<file path="config.mk">
export PLATFORM = sky130hd
export DESIGN_NAME = fsk_subcarrier_packet_modulator_core
export DESIGN_NICKNAME = d
export VERILOG_FILES = /design/src/rtl/core/fskm_pkg.sv /design/src/rtl/core/fskm_ram.sv /design/src/rtl/core/fskm_engine.sv /design/src/rtl/core/fsk_subcarrier_packet_modulator_core.sv
export SDC_FILE = /design/constraint.sdc
export NUM_CORES = 1
export LEC_CHECK = 0
export BUFFER_PORTS_ARGS = -buffer_cell sky130_fd_sc_hd__buf_2
export CAP_MARGIN = 20
export CORE_MARGIN = 5
export CORE_UTILIZATION = 67
export CTS_CLUSTER_SIZE = 40
export DETAILED_ROUTE_END_ITERATION = 8
export GPL_TIMING_DRIVEN = 0
export PLACE_DENSITY = 0.85
export RECOVER_POWER = 100
export SYNTH_ARGS = -nofsm -noshare
export SYNTH_HDL_FRONTEND = slang
export SYNTH_SLANG_ARGS = --single-unit
</file>
<file path="constraint.sdc">
create_clock -name clk_i -period 8.75 [get_ports clk_i]
set_input_delay 1.3125 -clock clk_i [delete_from_list [all_inputs] [get_ports clk_i]]
set_output_delay 1.3125 -clock clk_i [all_outputs]
set_load 0.02 [all_outputs]
</file>
<file path="src/rtl/core/fskm_pkg.sv">
package fskm_pkg;

  // Fixed field widths of the stream items and of the registers.
  localparam int unsigned PeriodW  = 16;
  localparam int unsigned ToggleW  = 16;
  localparam int unsigned GapW     = 22;
  localparam int unsigned LenW     = 5;
  localparam int unsigned IndexW   = 4;
  localparam int unsigned ByteW    = 8;
  localparam int unsigned CfgIdxW  = 3;
  localparam int unsigned CfgDataW = 22;
  localparam int unsigned InDataW  = 16;
  localparam int unsigned OutDataW = 8;

  // Register reset values.
  localparam logic [PeriodW-1:0] PeriodOneRst  = 16'd499;
  localparam logic [PeriodW-1:0] PeriodZeroRst = 16'd293;
  localparam logic [ToggleW-1:0] TogglesOneRst  = 16'd100;
  localparam logic [ToggleW-1:0] TogglesZeroRst = 16'd170;
  localparam logic [GapW-1:0]    GapTicksRst    = 22'd2000000;
  localparam logic [LenW-1:0]    PacketBytesRst = 5'd9;

  typedef enum logic [CfgIdxW-1:0] {
    REG_PERIOD_ONE   = 3'd0,
    REG_PERIOD_ZERO  = 3'd1,
    REG_TOGGLES_ONE  = 3'd2,
    REG_TOGGLES_ZERO = 3'd3,
    REG_GAP_TICKS    = 3'd4,
    REG_PACKET_BYTES = 3'd5,
    REG_RUN_ENABLE   = 3'd6
  } fskm_reg_e;

  typedef enum logic {
    KIND_TICK  = 1'b0,
    KIND_WRITE = 1'b1
  } fskm_kind_e;

  typedef struct packed {
    logic [PeriodW-1:0] period_for_one;
    logic [PeriodW-1:0] period_for_zero;
    logic [ToggleW-1:0] toggles_for_one;
    logic [ToggleW-1:0] toggles_for_zero;
    logic [GapW-1:0]    gap_ticks;
    logic [LenW-1:0]    packet_bytes;
    logic               run_enable;
  } fskm_cfg_t;

  // Packed so that subcarrier lands in bit 0.
  typedef struct packed {
    logic bit_start;
    logic packet_active;
    logic bit_level;
    logic subcarrier;
  } fskm_res_t;

endpackage

</file>
<file path="src/rtl/core/fskm_ram.sv">
module fskm_ram #(
  parameter int unsigned WIDTH = 8,
  parameter int unsigned DEPTH = 16
) (
  input  logic                     clk_i,
  input  logic                     we_i,
  input  logic [$clog2(DEPTH)-1:0] waddr_i,
  input  logic [WIDTH-1:0]         wdata_i,
  input  logic [$clog2(DEPTH)-1:0] raddr_a_i,
  input  logic [$clog2(DEPTH)-1:0] raddr_b_i,
  output logic [WIDTH-1:0]         rdata_a_o,
  output logic [WIDTH-1:0]         rdata_b_o
);

  logic [WIDTH-1:0] mem [DEPTH];

  // Read-first: a read of the entry being written returns the old contents.
  always_ff @(posedge clk_i) begin
    if (we_i) begin
      mem[waddr_i] <= wdata_i;
    end
    rdata_a_o <= mem[raddr_a_i];
    rdata_b_o <= mem[raddr_b_i];
  end

endmodule

</file>
<file path="src/rtl/core/fskm_engine.sv">
module fskm_engine
  import fskm_pkg::*;
#(
  parameter int unsigned STORE_DEPTH = 16
) (
  input  logic                clk_i,
  input  logic                rst_ni,
  input  logic                tick_i,
  input  logic                wr_i,
  input  logic [IndexW-1:0]   wr_idx_i,
  input  logic [ByteW-1:0]    wr_data_i,
  input  fskm_cfg_t           cfg_i,
  output fskm_res_t           res_o
);

  localparam int unsigned AW = $clog2(STORE_DEPTH);
  localparam int unsigned CW = (AW + 1 > LenW) ? AW + 1 : LenW;
  localparam int unsigned XW = ((AW > IndexW) ? AW : IndexW) + 1;

  // Control state.
  logic [PeriodW-1:0] period_q, period_d;
  logic [ToggleW-1:0] toggle_q, toggle_d;
  logic [2:0]         bit_q, bit_d;
  logic [AW-1:0]      byte_q, byte_d;
  logic [GapW-1:0]    gap_q, gap_d;
  logic               in_gap_q, in_gap_d;
  logic               started_q, started_d;
  logic               wave_q, wave_d;
  logic               cur_bit_q, cur_bit_d;

  // Write forwarding over the registered read of the store.
  logic               fwd_en_q;
  logic [AW-1:0]      fwd_addr_q;
  logic [ByteW-1:0]   fwd_data_q;

  logic               wr_en;
  logic [AW-1:0]      wr_addr;
  logic [ByteW-1:0]   rdata_a, rdata_b;
  logic [ByteW-1:0]   cur_byte, nxt_byte;
  logic [AW-1:0]      byte_nxt_addr;

  logic [CW-1:0]      len;
  logic [PeriodW-1:0] cur_period, adv_top;
  logic [ToggleW-1:0] need, toggle_inc;
  logic [AW:0]        byte_inc;
  logic               adv_en, wrap, bs;

  assign wr_en   = wr_i && (XW'(wr_idx_i) < XW'(STORE_DEPTH));
  assign wr_addr = AW'(wr_idx_i);

  fskm_ram #(
    .WIDTH (ByteW),
    .DEPTH (STORE_DEPTH)
  ) u_store (
    .clk_i     (clk_i),
    .we_i      (wr_en),
    .waddr_i   (wr_addr),
    .wdata_i   (wr_data_i),
    .raddr_a_i (byte_d),
    .raddr_b_i (byte_d + AW'(1)),
    .rdata_a_o (rdata_a),
    .rdata_b_o (rdata_b)
  );

  assign byte_nxt_addr = byte_q + AW'(1);
  assign cur_byte = (fwd_en_q && fwd_addr_q == byte_q) ? fwd_data_q : rdata_a;
  assign nxt_byte = (fwd_en_q && fwd_addr_q == byte_nxt_addr) ? fwd_data_q : rdata_b;

  always_comb begin
    len = CW'(cfg_i.packet_bytes);
    if (len == '0) begin
      len = CW'(1);
    end else if (len > CW'(STORE_DEPTH)) begin
      len = CW'(STORE_DEPTH);
    end
  end

  assign cur_period = cur_bit_q ? cfg_i.period_for_one : cfg_i.period_for_zero;

  always_comb begin
    need = cur_bit_q ? cfg_i.toggles_for_one : cfg_i.toggles_for_zero;
    if (need == '0) begin
      need = ToggleW'(1);
    end
  end

  assign toggle_inc = toggle_q + ToggleW'(1);
  assign byte_inc   = {1'b0, byte_q} + (AW + 1)'(1);

  always_comb begin
    period_d  = period_q;
    toggle_d  = toggle_q;
    bit_d     = bit_q;
    byte_d    = byte_q;
    gap_d     = gap_q;
    in_gap_d  = in_gap_q;
    started_d = started_q;
    wave_d    = wave_q;
    cur_bit_d = cur_bit_q;
    adv_en    = 1'b0;
    adv_top   = cur_period;
    bs        = 1'b0;
    wrap      = (period_q >= adv_top);

    if (tick_i) begin
      if (!started_q || (in_gap_q && gap_q >= cfg_i.gap_ticks)) begin
        if (cfg_i.run_enable) begin
          // Packet start; byte_q is zero whenever idle or in the gap.
          started_d = 1'b1;
          in_gap_d  = 1'b0;
          byte_d    = '0;
          bit_d     = 3'd7;
          toggle_d  = '0;
          period_d  = '0;
          cur_bit_d = cur_byte[7];
          bs        = 1'b1;
        end else begin
          started_d = 1'b0;
          in_gap_d  = 1'b0;
          gap_d     = '0;
          adv_en    = 1'b1;
          adv_top   = cfg_i.period_for_one;
        end
      end else if (in_gap_q) begin
        gap_d  = gap_q + GapW'(1);
        adv_en = 1'b1;
      end else begin
        adv_en = 1'b1;
        if (wrap) begin
          if (toggle_inc < need) begin
            toggle_d = toggle_inc;
          end else begin
            toggle_d = '0;
            if (bit_q != 3'd0) begin
              bit_d     = bit_q - 3'd1;
              cur_bit_d = cur_byte[bit_q - 3'd1];
              bs        = 1'b1;
            end else begin
              bit_d = 3'd7;
              if (CW'(byte_inc) >= len) begin
                byte_d   = '0;
                in_gap_d = 1'b1;
                gap_d    = '0;
              end else begin
                byte_d    = byte_inc[AW-1:0];
                cur_bit_d = nxt_byte[7];
                bs        = 1'b1;
              end
            end
          end
        end
      end
    end

    wrap = (period_q >= adv_top);
    if (adv_en) begin
      if (wrap) begin
        period_d = '0;
        wave_d   = ~wave_q;
      end else begin
        period_d = period_q + PeriodW'(1);
      end
    end
  end

  always_ff @(posedge clk_i or negedge rst_ni) begin
    if (!rst_ni) begin
      period_q  <= '0;
      toggle_q  <= '0;
      bit_q     <= 3'd7;
      byte_q    <= '0;
      gap_q     <= '0;
      in_gap_q  <= 1'b0;
      started_q <= 1'b0;
      wave_q    <= 1'b0;
      cur_bit_q <= 1'b0;
      fwd_en_q  <= 1'b0;
    end else begin
      period_q  <= period_d;
      toggle_q  <= toggle_d;
      bit_q     <= bit_d;
      byte_q    <= byte_d;
      gap_q     <= gap_d;
      in_gap_q  <= in_gap_d;
      started_q <= started_d;
      wave_q    <= wave_d;
      cur_bit_q <= cur_bit_d;
      fwd_en_q  <= wr_en;
    end
  end

  always_ff @(posedge clk_i) begin
    fwd_addr_q <= wr_addr;
    fwd_data_q <= wr_data_i;
  end

  always_comb begin
    res_o.subcarrier    = wave_d;
    res_o.packet_active = started_d && !in_gap_d;
    res_o.bit_level     = started_d && !in_gap_d && cur_bit_d;
    res_o.bit_start     = bs;
  end

  a_gap_needs_start: assert property (@(posedge clk_i) disable iff (!rst_ni)
    in_gap_q |-> started_q)
    else $error("gap state without a started packet");

  a_byte_zero_when_not_sending: assert property (@(posedge clk_i) disable iff (!rst_ni)
    (byte_q != '0) |-> (started_q && !in_gap_q))
    else $error("byte position left nonzero outside a packet");

  a_start_restarts_counter: assert property (@(posedge clk_i) disable iff (!rst_ni)
    (tick_i && !started_q && cfg_i.run_enable) |=>
      (started_q && !in_gap_q && period_q == '0 && toggle_q == '0 && bit_q == 3'd7))
    else $error("packet start did not restart the counters");

  a_bit_start_only_active: assert property (@(posedge clk_i) disable iff (!rst_ni)
    bs |-> (tick_i && res_o.packet_active))
    else $error("bit start flagged outside an active packet");

endmodule

</file>
<file path="src/rtl/core/fsk_subcarrier_packet_modulator_core.sv">
// Binary FSK square-wave subcarrier modulator with a small packet store.
// Every input transaction is either one clock tick of the modulator
// (tuser = 0) or a write of one byte into the packet store (tuser = 1), and
// every input transaction produces exactly one output transaction carrying
// the subcarrier level, the bit being sent, the packet-active flag and a
// bit-start strobe. The block accepts one transaction per clock cycle; the
// result for a transaction appears in the output register on the following
// cycle, and the input side accepts only while that register is empty
// or draining. The packet store is a registered dual-read RAM: both the
// byte at the current position and the byte after it are read ahead every
// cycle, and a store write in the previous cycle is forwarded, so bit
// and byte changes never wait on the memory. The store has no reset and no
// clearing pass; sending an entry that was never written gives undefined
// levels. Configuration registers are written through a simple write port
// with no read-back; indexes beyond the register list are ignored.
module fsk_subcarrier_packet_modulator_core
  import fskm_pkg::*;
#(
  parameter int unsigned STORE_DEPTH = 16
) (
  input  logic                clk_i,
  input  logic                rst_ni,

  // Input stream.
  input  logic                s_axis_tvalid,
  output logic                s_axis_tready,
  // tdata: [3:0] store_index, [11:4] store_value, [15:12] zero.
  input  logic [InDataW-1:0]  s_axis_tdata,
  // tuser: [0] kind.
  input  logic                s_axis_tuser,

  // Output stream.
  output logic                m_axis_tvalid,
  input  logic                m_axis_tready,
  // tdata: [0] subcarrier, [1] bit_level, [2] packet_active, [3] bit_start,
  // [7:4] zero.
  output logic [OutDataW-1:0] m_axis_tdata,

  // Configuration write port.
  input  logic                cfg_we_i,
  input  logic [CfgIdxW-1:0]  cfg_idx_i,
  input  logic [CfgDataW-1:0] cfg_wdata_i
);

  fskm_cfg_t  cfg_q;
  fskm_res_t  res;
  fskm_res_t  out_q;
  logic       out_valid_q;
  logic       in_accept;
  fskm_kind_e kind;

  // Configuration registers.
  always_ff @(posedge clk_i or negedge rst_ni) begin
    if (!rst_ni) begin
      cfg_q.period_for_one   <= PeriodOneRst;
      cfg_q.period_for_zero  <= PeriodZeroRst;
      cfg_q.toggles_for_one  <= TogglesOneRst;
      cfg_q.toggles_for_zero <= TogglesZeroRst;
      cfg_q.gap_ticks        <= GapTicksRst;
      cfg_q.packet_bytes     <= PacketBytesRst;
      cfg_q.run_enable       <= 1'b0;
    end else if (cfg_we_i) begin
      case (cfg_idx_i)
        REG_PERIOD_ONE:   cfg_q.period_for_one   <= cfg_wdata_i[PeriodW-1:0];
        REG_PERIOD_ZERO:  cfg_q.period_for_zero  <= cfg_wdata_i[PeriodW-1:0];
        REG_TOGGLES_ONE:  cfg_q.toggles_for_one  <= cfg_wdata_i[ToggleW-1:0];
        REG_TOGGLES_ZERO: cfg_q.toggles_for_zero <= cfg_wdata_i[ToggleW-1:0];
        REG_GAP_TICKS:    cfg_q.gap_ticks        <= cfg_wdata_i[GapW-1:0];
        REG_PACKET_BYTES: cfg_q.packet_bytes     <= cfg_wdata_i[LenW-1:0];
        REG_RUN_ENABLE:   cfg_q.run_enable       <= cfg_wdata_i[0];
        default: ;
      endcase
    end
  end

  // The output register frees up whenever its contents are taken, so an
  // input transaction can enter in the same cycle the previous result leaves.
  assign s_axis_tready = !out_valid_q || m_axis_tready;
  assign in_accept     = s_axis_tvalid && s_axis_tready;
  assign kind          = fskm_kind_e'(s_axis_tuser);

  fskm_engine #(
    .STORE_DEPTH (STORE_DEPTH)
  ) u_engine (
    .clk_i     (clk_i),
    .rst_ni    (rst_ni),
    .tick_i    (in_accept && kind == KIND_TICK),
    .wr_i      (in_accept && kind == KIND_WRITE),
    .wr_idx_i  (s_axis_tdata[IndexW-1:0]),
    .wr_data_i (s_axis_tdata[IndexW+ByteW-1:IndexW]),
    .cfg_i     (cfg_q),
    .res_o     (res)
  );

  always_ff @(posedge clk_i or negedge rst_ni) begin
    if (!rst_ni) begin
      out_valid_q <= 1'b0;
    end else if (in_accept) begin
      out_valid_q <= 1'b1;
    end else if (m_axis_tready) begin
      out_valid_q <= 1'b0;
    end
  end

  always_ff @(posedge clk_i) begin
    if (in_accept) begin
      out_q <= res;
    end
  end

  assign m_axis_tvalid = out_valid_q;
  assign m_axis_tdata  = OutDataW'(out_q);

endmodule
</file>
# After elaboration in Yosys (flattened, before gate mapping)
# Memory sizes are Yosys's and may differ from the RTL's. A register that Yosys moved wholly into a read port is not among the register bits.
# Cells that the tools add are included.
[totals]
reg_bits = 175
word_cells = 165
output_inout_bits = 10
ramBits = 128
memories = 1
[op_classes]
n_bitwise = 2
magnitude_cmp = 7
n_reduce_logical = 35
n_eq_ne = 14
mux = 75
add_sub_neg = 7
[mem_list]
columns = ["memory", "words", "width", "read_ports", "rd_clocked_by_memory_dff", "wr", "line_no", "text"]
rows = [
  ["u_engine.u_store.mem", 16, 8, 2, 2, 1, "fskm_ram.sv:15", "logic [WIDTH-1:0] mem [DEPTH];"],
]
[op_table]
columns = ["operator", "count"]
rows = [
  ["$mux 16", 15],
  ["$mux 22", 7],
  ["$mux 1", 34],
  ["$add 16x1->16 const B", 2],
  ["$ge 16x16->1", 2],
  ["$mux 4", 8],
  ["$add 22x1->22 const B", 1],
  ["$ge 22x22->1", 1],
  ["$mux 3", 6],
  ["$logic_not 16->1", 1],
  ["$lt 16x16->1", 1],
  ["$mux 8", 2],
  ["$reduce_and 2->1", 7],
  ["$mux 5", 2],
  ["$reduce_bool 2->1", 5],
  ["$eq 3x3->1 const B", 3],
  ["$reduce_bool 3->1", 3],
  ["$add 4x1->4 const B", 2],
  ["$eq 4x4->1", 2],
  ["$logic_and 1x1->1", 8],
  ["$eq 3x2->1 const B", 2],
  ["$ne 2x2->1 const B", 3],
  ["$ne 3x1->1 const B", 2],
  ["$reduce_and 6->1", 1],
  ["16 further kinds", 20],
]

# Logic depth before layout (Yosys ltp)
# Gate-level depths: netlist of the first run.
[depth]
word_depth = 14
depth_mapped = 23
ltp_nobuf = 20

# Cells and area by module
# From an unflattened synthesis of the first run, not the netlist that was laid out.
[hier_totals]
hier_cells = 1284
hier_area_um2 = 16676.0
[modules_own_cells]
columns = ["module", "n_inst", "area_each_um2", "cells_per_inst"]
rows = [
  ["fskm_engine", 1, 6442.4, 760],
  ["fskm_ram", 1, 6344.8, 307],
  ["fsk_subcarrier_packet_modulator_core", 1, 3888.7, 217],
]

# Worst setup path after synthesis of the first run
# Ideal clock, no wire load.
[synth_timing]
kind = "input to register"
startpoint = "in m_axis_tready"
endpoint = "reg u_engine.period_q[5]"
arrival_ns = 4.870
path_slack_ns = 3.804
required_time_ns = 8.674
path_stages = 17
path_cell_list = "nand2b_1 > nand3b_1 > or3_1 > clkbuf_1 > mux2_2 > ha_1 > nand2b_1 > a21o_1 > a21o_1 > a21o_1 > a21o_1 > a2111oi_0 > nor4_1 > nor3_2 > clkbuf_1 > nand3_1 > o21ai_1"
[synth_between]
elab_chain_cells = 7
[synth_lines]
columns = ["element", "line_no", "text"]
rows = [
  ["from (decl)", "fsk_subcarrier_packet_modulator_core.sv:34", "input logic m_axis_tready,"],
  ["$logic_or 1x1->1 *", "fsk_subcarrier_packet_modulator_core.sv:78", "assign s_axis_tready = !out_valid_q || m_axis_tready;"],
  ["$logic_and 1x1->1 *", "fsk_subcarrier_packet_modulator_core.sv:79", "assign in_accept = s_axis_tvalid && s_axis_tready;"],
  ["$logic_and 1x1->1 *", "fsk_subcarrier_packet_modulator_core.sv:87", ".tick_i (in_accept && kind == KIND_TICK),"],
  ["$mux 16", "fskm_engine.sv:105", "if (tick_i) begin"],
  ["$ge 16x16->1", "fskm_engine.sv:155", "wrap = (period_q >= adv_top);"],
  ["$mux 16", "fskm_engine.sv:157", "if (wrap) begin"],
  ["$mux 16", "fskm_engine.sv:156", "if (adv_en) begin"],
  ["to (signal assigned)", "fskm_engine.sv:179", "period_q <= period_d;"],
  ["to (decl)", "fskm_engine.sv:21", "logic [PeriodW-1:0] period_q, period_d;"],
]
# Mark *: on every way between the ends. The rest lies on a longest branch, timed or not.
# A chain may end at the register's enable or synchronous reset.

# Worst setup path in the final report of the first run
[layout_timing]
startpoint = "reg u_engine.cur_bit_q"
endpoint = "reg u_engine.u_store.rdata_b_o[7] (read register of u_engine.u_store.mem)"
[layout_between]
elab_chain_cells = 10
[layout_lines]
columns = ["element", "line_no", "text"]
rows = [
  ["from (decl)", "fskm_engine.sv:29", "logic cur_bit_q, cur_bit_d;"],
  ["from (signal assigned)", "fskm_engine.sv:187", "cur_bit_q <= cur_bit_d;"],
  ["$mux 16", "fskm_engine.sv:81", "need = cur_bit_q ? cfg_i.toggles_for_one : cfg_i.toggles_for_zero;"],
  ["$logic_not 16->1", "fskm_engine.sv:82", "if (need == '0) begin"],
  ["$mux 16", "fskm_engine.sv:82", ""],
  ["$lt 16x16->1", "fskm_engine.sv:130", "if (toggle_inc < need) begin"],
  ["$mux 4", "fskm_engine.sv:130", ""],
  ["$mux 4 *", "fskm_engine.sv:129", "if (wrap) begin"],
  ["$mux 4 *", "fskm_engine.sv:124", "end else if (in_gap_q) begin"],
  ["$mux 4 *", "fskm_engine.sv:106", "if (!started_q || (in_gap_q && gap_q >= cfg_i.gap_ticks)) begin"],
  ["$mux 4 *", "fskm_engine.sv:105", ""],
  ["net u_engine.byte_d[1]", "fskm_engine.sv:24", "logic [AW-1:0] byte_q, byte_d;"],
  ["$add 4x1->4 *", "fskm_engine.sv:60", ".raddr_b_i (byte_d + AW'(1)),"],
  ["to (decl)", "fskm_ram.sv:12", "output logic [WIDTH-1:0] rdata_b_o"],
]
# The timed path passes the listed nets; every way through them passes the cells marked *.

==> metrics, run 1 <==
status finished, violations left; failing checks capacitance limit, slew limit; RSZ-0062 raised after global routing no; most used cell, CP clkbuf_1; Design Power 4.33 mW; Worst Slack Setup Final 1760 ps; layout cells sized above 1 14.8%; H-Tree Depth 1; Cells after Synth 1310; total CTS buffers 30; full die area 26300 um2; Setup Buffers After CTS 0; # DRC 0; critical path endpoint category register; CP max-delay cell a2bb2oi_1; worst slew pin tran 4230 ps; static leakage 7.39 nW; flops & latches, synth 312; area added between synthesis and finish 10.7%; Max Root-Sink Buffers 3; R2R Setup Slk 1760 ps; Vias/cell 6.29; die width 162 um; hold_buf cts 0; Setup TNS 0 ps; Starting Density 68.4%; FP Rows 55; first-pass GRT wire length 56500 um; CP Max Fanout 10; Tmin final 6990 ps; CTS resizes 0; fin crit share 79.9%; GRT Total Usage 26.8%; post-synthesis async set-or-reset flop share 51.0%; CTS clk-pin slew, worst paths 70 ps; WS Path Type register to register; Worst VDD drop 0.186 mV; ant diodes 0; Startpoint Class register; gr ovfl total 0; PwrDens 252 nW/um2; count of cell types in the netlist 67; Synth Cell Area 15500 um2; Final Util 75.8%; clk root buf clkbuf_16; Crit path required time 9190 ps; final hold violations 0; WL per Instance 20.5 um; NumNets Final 1525; 1st-pass router iterations 5; number of global-route vias before repair 11100; clock sink count 312; arrival time of the worst setup path 7430 ps; Hold Crit Class register to register; Final GP Congestion 0.992; Post-Route Skew 14.0 ps; Vias 10700; Slew headroom -182%; Hold WS 463 ps; pin count of the biggest net entering global routing 84; biggest cell delay along the critical path 710 ps; fin. max-slew vios 77; most common flop cell mapped by yosys edfxtp_1; max-cap viol count 1; CTS tree yes; # port buffers 46; Peak Freq 0.143 GHz; Final ANT Viol Nets 0; Core Region 22700 um2; Top-Level Pins 57; EDFF count, synth 132; Syn. warnings 0; setup violators final 0; crit path cell chain clkbuf_1 > clkbuf_1 > clkbuf_1 > mux2i_1 > ha_1 > nand4_1 > nor3_1 > nand3_1 > o221ai_1 > a41oi_1 > a2bb2oi_1 > clkbuf_1 > inv_1 > ha_1 > mux4_2 > mux2i_1 > mux2i_1; Final HPWL DP 24700 um; initial drt markers 939; Chip Height 162 um; initial antenna violation count 0; Routed WL 34900 um; synthesized area per cell 11.9 um2; Setup WS pre-CTS 2860 ps; worst skew pair latency 570 ps; post-synthesis sequential area ratio 54.0%
[where the power goes]
| part | total [mW] | internal (mW) | leakage [nW] | switching (mW) |
|---|---|---|---|---|
| clock | 1.39 | 0.840 | 0.523 | 0.553 |
| combinational | 1.10 | 0.494 | 3.55 | 0.605 |
| sequential | 1.84 | 1.72 | 3.32 | 0.125 |
[layer usage]
layer	wire length [um]	vias to the layer above	share of wire, %	track usage [%]
met5	0	-	0	0
met4	1960	0	5.6	13.1
met3	2040	115	5.8	4.19
met2	17100	405	49	46.4
met1	13800	5229	40	32.8
li1	-	4971	-	-
[cell families (layout without fill, tap and decap cells)]
logic type / after synthesis / in the layout / synth area share [%]
other: 1 / 4 / 0.0241
AND/OR/NAND/NOR: 329 / 329 / 10.4
XOR/XNOR: 42 / 42 / 2.37
AO/OA/AOI/OAI: 235 / 235 / 9.52
flip-flops: 312 / 312 / 54.0
buffers and inverters: 111 / 218 / 3.03
adder cells (fa/ha/maj): 81 / 81 / 6.52
multiplexers: 199 / 199 / 14.1
[path summary, 6_finish.rpt]
kind	startpoint	to	depth (start not counted)
setup / recovery	u_engine.cur_bit_q	u_engine.u_store.rdata_b_o[7]	17
hold / removal	u_engine.wave_q	u_engine.wave_q	1
setup reg to reg	u_engine.cur_bit_q	u_engine.u_store.rdata_b_o[7]	17
hold reg to reg	u_engine.wave_q	u_engine.wave_q	1
max in group asynchronous	rst_ni	u_engine.period_q[12]	1
min in group asynchronous	rst_ni	u_engine.toggle_q[12]	1
[worst max-delay path: cells and delay by family, from the launching register on]
family	cells	cell delay [ps]
buffers and inverters	5	2520
AND/OR/NAND/NOR	3	490
flip-flops	1	320
AO/OA/AOI/OAI	3	1560
adder cells (fa/ha/maj)	2	860
multiplexers	4	1110
[flip-flops by register name, summed over array words and instances, names as in the netlist, 3 cells and up]
name                        count
u_engine.toggle_q              16
u_engine.period_q              16
u_engine.u_store.mem          128
u_engine.bit_q                  3
u_engine.u_store.rdata_a_o      8
m_axis_tdata                    4
u_engine.fwd_addr_q             4
cfg_q                          92
u_engine.fwd_data_q             8
u_engine.byte_q                 4
u_engine.gap_q                 22
[synth_stat cells, types with 23 or more instances]
| library cell | number | area share (%) |
|---|---|---|
| a21oi_1 | 55 | 1.8 |
| clkbuf_1 | 31 | 0.75 |
| dfrtp_1 | 129 | 21 |
| dfstp_2 | 30 | 5.1 |
| edfxtp_1 | 132 | 26 |
| ha_1 | 81 | 6.5 |
| inv_1 | 57 | 1.4 |
| mux2_2 | 74 | 5.4 |
| mux2i_1 | 117 | 7.5 |
| nand2_1 | 95 | 2.3 |
| nand2b_1 | 24 | 0.97 |
| nand3_1 | 42 | 1.4 |
| nor2_1 | 63 | 1.5 |
| o21ai_0 | 78 | 2.5 |
| xnor2_1 | 23 | 1.3 |
[cells in the final DEF, fill, tap and decap left out, types with 22 or more instances in the layout]
cell and count:
mux2_2 71, mux2i_1 117, xnor2_1 23, ha_1 81
nand2b_1 24, nor2_1 63, a21oi_1 56, nand3_1 42
clkbuf_16 31, nor3_1 22, inv_1 57, buf_2 28
nand2_1 95, clkbuf_1 66, dfstp_2 30, o21ai_0 88
dfrtp_1 129, edfxtp_1 132
[per-stage QoR]
step           instances  instance area [um2]
6_report            1705                17200
4_1_cts             1701                17300
2_1_floorplan       1313                15600
3_3_place_gp        1644                16100
5_1_grt             1705                17200
3_5_place_dp        1646                16200
[layout make-up]
| class | count | area (um2) |
|---|---|---|
| flip-flops and latches | 312 | 8400 |
| multi-input cells | 890 | 6650 |
| fillers | 1474 | 5500 |
| clock buffers | 36 | 815 |
| well taps | 285 | 357 |
| clock inverters | 19 | 264 |
| repair buffers | 52 | 251 |
| plain buffers | 53 | 246 |
| inverters | 58 | 218 |
(Power assumes the default switching activity.)
==> run 2: changes to the inputs <==
--- a/config.mk
+++ b/config.mk
@@ -8,11 +8,11 @@
 export BUFFER_PORTS_ARGS = -buffer_cell sky130_fd_sc_hd__buf_2
 export CAP_MARGIN = 20
 export CORE_MARGIN = 5
-export CORE_UTILIZATION = 67
+export CORE_UTILIZATION = 62
 export CTS_CLUSTER_SIZE = 40
 export DETAILED_ROUTE_END_ITERATION = 8
 export GPL_TIMING_DRIVEN = 0
-export PLACE_DENSITY = 0.85
+export PLACE_DENSITY = 0.8
 export RECOVER_POWER = 100
 export SYNTH_ARGS = -nofsm -noshare
 export SYNTH_HDL_FRONTEND = slang
==> constraint.sdc (replaced) <==
create_clock -name clk_i -period 7.1 [get_ports clk_i]
set_input_delay 1.065 -clock clk_i [delete_from_list [all_inputs] [get_ports clk_i]]
set_output_delay 1.065 -clock clk_i [all_outputs]
set_load 0.02 [all_outputs]
==> run 2 against run 1 <==
  * The flow still finishes with violations (capacitance limit, slew limit)
  * Critical path type unchanged
  * Sequential share of layout area down 0.35 points
  * Worst hold slack improved by 30 ps
  * Register-to-register slack lost 990 ps
  * Global-route usage is 1.7 points lower
  * Highest routed layer unchanged
==> metrics, run 2 (synthesized netlist as in run 1, its figures left out) <==
first-pass GRT wire length 56800 um (+0.51%); Worst R2R End u_engine.u_store.rdata_b_o[7]; Finished Layout Cells 1755 (+2.9%); post-placement cell count 1692 (+2.8%); 1st-pass router iterations 5 (unchanged); initial antenna violation count 0 (unchanged); Tmin final 6340 ps (-656 ps); Final GP Congestion 0.936 (-5.6%); layout cells sized above 1 15.3% (+0.51 points); pin count of the biggest net entering global routing 93 (+11%); FP Rows 58 (+5.5%); worst slew pin tran 5100 ps (+874 ps); total CTS buffers 34 (+13%); PwrDens 310 nW/um2 (+23%); clock sink count 312 (unchanged); fin. max-slew vios 93 (+21%); clk root buf clkbuf_16; # DRC 0 (unchanged); Worst Reg-to-Reg Cells 17 (unchanged); failing checks capacitance limit, slew limit; fin area 17300 um2 (+0.73%); cell area after placement 16200 um2 (+0.42%); Startpoint Class register; Max Root-Sink Buffers 3 (unchanged); hold_buf cts 0 (unchanged); die width 168 um (+3.7%); worst hold stages 2 (+1); WS Path Type register to register; CTS clk-pin slew, worst paths 60 ps (about the same); ant diodes 0 (unchanged); Crit path required time 7480 ps (-1710 ps); Filler Cell Count 1813 (+23%); full die area 28300 um2 (+7.6%); Critical Path Source u_engine.cur_bit_q; CTS tree yes; static leakage 7.44 nW (+0.64%); Top-Level Pins 57 (unchanged); Routed WL 35100 um (+0.37%); Hold WS 493 ps (+30.4 ps); critical path endpoint category register; GRT Total Usage 25.0% (-1.7 points); reg-to-reg critical path startpoint u_engine.cur_bit_q; H-Tree Depth 2 (+1); Vias/cell 6.07 (-3.4%); # port buffers 46 (unchanged); CTS resizes 0 (unchanged); Post-Route Skew 17.4 ps (+3.38 ps); Vias 10700 (-0.59%); Hold Crit Class register to register; number of global-route vias before repair 10700 (-3.7%); most frequent cells in the layout edfxtp_1, dfrtp_1, mux2i_1; WL per Instance 20.0 um (-2.5%); gr ovfl total 0 (unchanged); Core Region 25000 um2 (+9.9%); Final HPWL DP 24800 um (+0.39%); arrival time of the worst setup path 6720 ps (-710 ps); worst skew pair latency 510 ps (-60 ps); Peak Freq 0.158 GHz (+10%); Biggest register u_engine.u_store.mem; fin crit share 89.2% (+9.3 points); R2R Setup Slk 760 ps (-990 ps); Starting Density 62.3% (-6.2 points); NumNets Final 1528 (+0.20%); CP Max Fanout 10 (unchanged); Worst VDD drop 0.292 mV (+57%); RSZ-0062 raised after global routing no; worst setup path end u_engine.u_store.rdata_b_o[7]; max-cap viol count 1 (unchanged); final hold violations 0 (unchanged); largest registers u_engine.u_store.mem (128), cfg_q (92), u_engine.gap_q (22); initial drt markers 879 (-6.4%); Slew headroom -240% (-58 points); area added between synthesis and finish 11.5%; setup violators final 0 (unchanged); commonest non-fill, non-tap cell in the layout edfxtp_1; Setup TNS 0 ps (unchanged); Largest register FFs 128 (unchanged); status finished, violations left; Setup Buffers After CTS 0 (unchanged); Chip Height 168 um (+3.7%); Final ANT Viol Nets 0 (unchanged)
run 2: stage by stage:
stage          power, mW  utilization, %  setup WS (ps)
2_1_floorplan       3.26               -           2240
3_3_place_gp        3.55            64.9           1210
3_5_place_dp        3.62            65.1           1040
4_1_cts             5.41            69.6            992
5_1_grt             5.68            69.4            325
6_report            5.38            69.4            764
run 2: worst max-delay path, stage by stage (launching register included):
cell and delay, ps:
dfrtp_1 310, buf_2 250, clkbuf_1 600, clkbuf_1 630, mux2i_1 240, ha_1 370, nand4_1 140, nor3_1 280
nand3_1 100, o221ai_1 610, a41oi_1 290, a2bb2oi_2 490, clkbuf_2 410, inv_1 130, ha_1 470, mux4_2 570
mux2i_1 200, mux2i_1 110
run 2: how the worst min path moves through the flow:
| stage | end | startpoint | slack, ps |
|---|---|---|---|
| 2_1_floorplan | u_engine.wave_q | u_engine.wave_q | 430 |
| 3_3_place_gp | u_engine.wave_q | u_engine.wave_q | 450 |
| 3_5_place_dp | u_engine.wave_q | u_engine.wave_q | 460 |
| 4_1_cts | u_engine.toggle_q[14] | u_engine.toggle_q[14] | 490 |
| 5_1_grt | u_engine.toggle_q[14] | u_engine.toggle_q[14] | 510 |
| 6_report | u_engine.toggle_q[14] | u_engine.toggle_q[14] | 490 |
run 2: report_power, final:
part	total (mW)	switching, mW	internal (mW)
Clock	1.78	0.691	1.09
Sequential	2.27	0.157	2.12
Combinational	1.32	0.711	0.605
Total	5.38	1.56	3.82
run 2: routing by layer:
layer | vias up | track usage (%) | part of all wire, %
li1 | 4975 | - | -
met1 | 5287 | 33.4 | 43
met2 | 322 | 42.6 | 49
met3 | 73 | 3.83 | 5.0
met4 | 0 | 7.52 | 3.2
met5 | - | 0 | 0
run 2: layout make-up:
cell class | instances | area [um2] | share of cell area [%]
sequential | 312 | 8400 | 48.5
multi-input combinational | 890 | 6670 | 38.5
clock buffer | 47 | 961 | 5.54
tap | 330 | 413 | 2.38
buffer | 53 | 250 | 1.44
timing repair buffer | 51 | 246 | 1.42
inverter | 58 | 218 | 1.26
clock inverter | 14 | 174 | 1.00
==> run 3: changes to the inputs <==
--- a/config.mk
+++ b/config.mk
@@ -11,7 +11,6 @@
 export CORE_UTILIZATION = 62
 export CTS_CLUSTER_SIZE = 40
 export DETAILED_ROUTE_END_ITERATION = 8
-export GPL_TIMING_DRIVEN = 0
 export PLACE_DENSITY = 0.8
 export RECOVER_POWER = 100
 export SYNTH_ARGS = -nofsm -noshare
==> run 3 against run 2 <==
  * The flow still finishes with violations (capacitance limit, slew limit)
  * Fmax fell by 1.2%
  * Die area is the same
  * Sequential cell count unchanged
  * Final cell count fell by 2.3%
  * Setup slack worse by 79 ps
  * Critical endpoint is now u_engine.u_store.rdata_a_o[4]
==> metrics, run 3 (synthesized netlist as in run 1, its figures left out) <==
status finished, violations left; failing checks capacitance limit, slew limit; cell area after placement 16100 um2 (-0.94%); Routed WL 33600 um (-4.2%); Core Region 25000 um2 (unchanged); Sw Share 29.2% (+0.16 points); Setup Buffers After CTS 0 (unchanged); Worst Hold Launch u_engine.wave_q; layout cells sized above 1 15.5% (+0.24 points); CP Max Fanout 54 (+44); Starting Density 62.3% (unchanged); Max Root-Sink Buffers 3 (unchanged); Biggest register u_engine.u_store.mem; 1st-pass router iterations 5 (unchanged); post-placement cell count 1649 (-2.5%); hold_buf cts 0 (unchanged); FP Rows 58 (unchanged); first-pass GRT wire length 54800 um (-3.5%); NetSw 1.54 mW (-1.1%); Peak Freq 0.156 GHz (-1.2%); Comb pwr share 23.8% (-0.7 points); RSZ-0062 raised after global routing no; fin. max-slew vios 227 (+140%); pin count of the biggest net entering global routing 90 (-3.2%); Worst Reg-to-Reg Cells 13 (-4); Post-Route Skew 11.6 ps (-5.78 ps); fin area 17100 um2 (-1.3%); Worst Slack Setup Final 685 ps (-78.8 ps); Final GP Congestion 0.886 (-5.4%); final hold violations 0 (unchanged); Slew headroom -214% (+27 points); initial antenna violation count 0 (unchanged); worst hold stages 1 (-1); area added between synthesis and finish 10.1%; full die area 28300 um2 (unchanged); CTS clk-pin slew, worst paths 60 ps (about the same); Hold WS 472 ps (-21.1 ps); largest registers u_engine.u_store.mem (128), cfg_q (92), u_engine.gap_q (22); commonest non-fill, non-tap cell in the layout edfxtp_1; gr ovfl total 0 (unchanged); total CTS buffers 34 (unchanged); Critical Path Source u_engine.cur_bit_q; P_int 3.75 mW (-1.9%); PwrDens 309 nW/um2 (-0.38%); Final HPWL DP 23000 um (-7.2%); Worst VDD drop 0.283 mV (-3.2%); Tmin final 6410 ps (+78.8 ps); fin crit share 90.4% (+1.1 points); Design Power 5.29 mW (-1.6%); Largest register FFs 128 (unchanged); Vias/cell 6.03 (-0.62%); Final Util 68.5% (-0.88 points); H-Tree Depth 2 (unchanged); ant diodes 0 (unchanged); worst slew pin tran 4700 ps (-400 ps); Setup TNS 0 ps (unchanged); setup violators final 0 (unchanged); Finished Layout Cells 1714 (-2.3%); clock sink count 312 (unchanged); initial drt markers 805 (-8.4%); Chip Height 168 um (unchanged); number of global-route vias before repair 10600 (-0.73%); most frequent cells in the layout edfxtp_1, dfrtp_1, mux2i_1; Crit path required time 7520 ps (+40 ps); WS Path Type register to register; die width 168 um (unchanged); sequential power share 43.8% (+1.5 points); # port buffers 48 (+4.3%); GRT Total Usage 23.9% (-1.1 points); arrival time of the worst setup path 6840 ps (+120 ps); clock network power share 32.4% (-0.8 points); Hold Crit Class register to register; critical path endpoint category register; NumNets Final 1486 (-2.7%); clk root buf clkbuf_16; Vias 10300 (-2.9%); # DRC 0 (unchanged); CTS tree yes; Top-Level Pins 57 (unchanged); CTS resizes 0 (unchanged); static leakage 7.35 nW (-1.2%); reg-to-reg critical path startpoint u_engine.cur_bit_q; max-cap viol count 4 (+3); worst skew pair latency 510 ps (about the same); Final ANT Viol Nets 0 (unchanged); WL per Instance 19.6 um (-2.0%); Setup WS pre-CTS 1250 ps (+204 ps); Startpoint Class register
run 3: path summary, 6_finish.rpt:
| check | to | slack (ps) |
|---|---|---|
| setup / recovery | u_engine.u_store.rdata_a_o[4] | 690 |
| hold / removal | u_engine.wave_q | 470 |
| setup reg to reg | u_engine.u_store.rdata_a_o[4] | 690 |
| hold reg to reg | u_engine.wave_q | 470 |
| max in group asynchronous | u_engine.period_q[12] | 2090 |
| min in group asynchronous | u_engine.toggle_q[12] | 2250 |
run 3: worst max-delay path: stages (launching register included):
cell and delay [ps]:
dfrtp_1 1620, mux2i_1 290, ha_1 420, nand4_1 150, nor3_1 280, nand3_1 130
o221ai_1 610, and2_0 290, a41oi_1 190, o2bb2ai_4 210, clkbuf_2 1300, mux2i_1 220
a22o_1 340, o22ai_1 200
run 3: cell type report:
cell class	count	area [um2]
Clock inverter	17	105
Sequential cell	312	8400
Clock buffer	45	996
Fill cell	1787	7850
Tap cell	330	413
Multi-Input combinational cell	890	6690
Timing Repair Buffer	62	289
Inverter	58	218
run 3: power groups by stage:
stage | clock (mW) | combinational, mW | sequential [mW]
finish | 1.71 | 1.26 | 2.32
global route | 1.83 | 1.42 | 2.35
CTS | 1.74 | 1.26 | 2.32
detailed placement | 0 | 1.25 | 2.35
global placement | 0 | 1.19 | 2.33
floorplan | 0 | 1.00 | 2.26
run 3: layer usage:
metal	up-vias	wire length (um)	track usage (%)
met5	-	0	0
met4	0	1170	8.89
met3	75	1540	3.50
met2	274	16600	41.0
met1	5085	14200	31.2
li1	4909	-	-
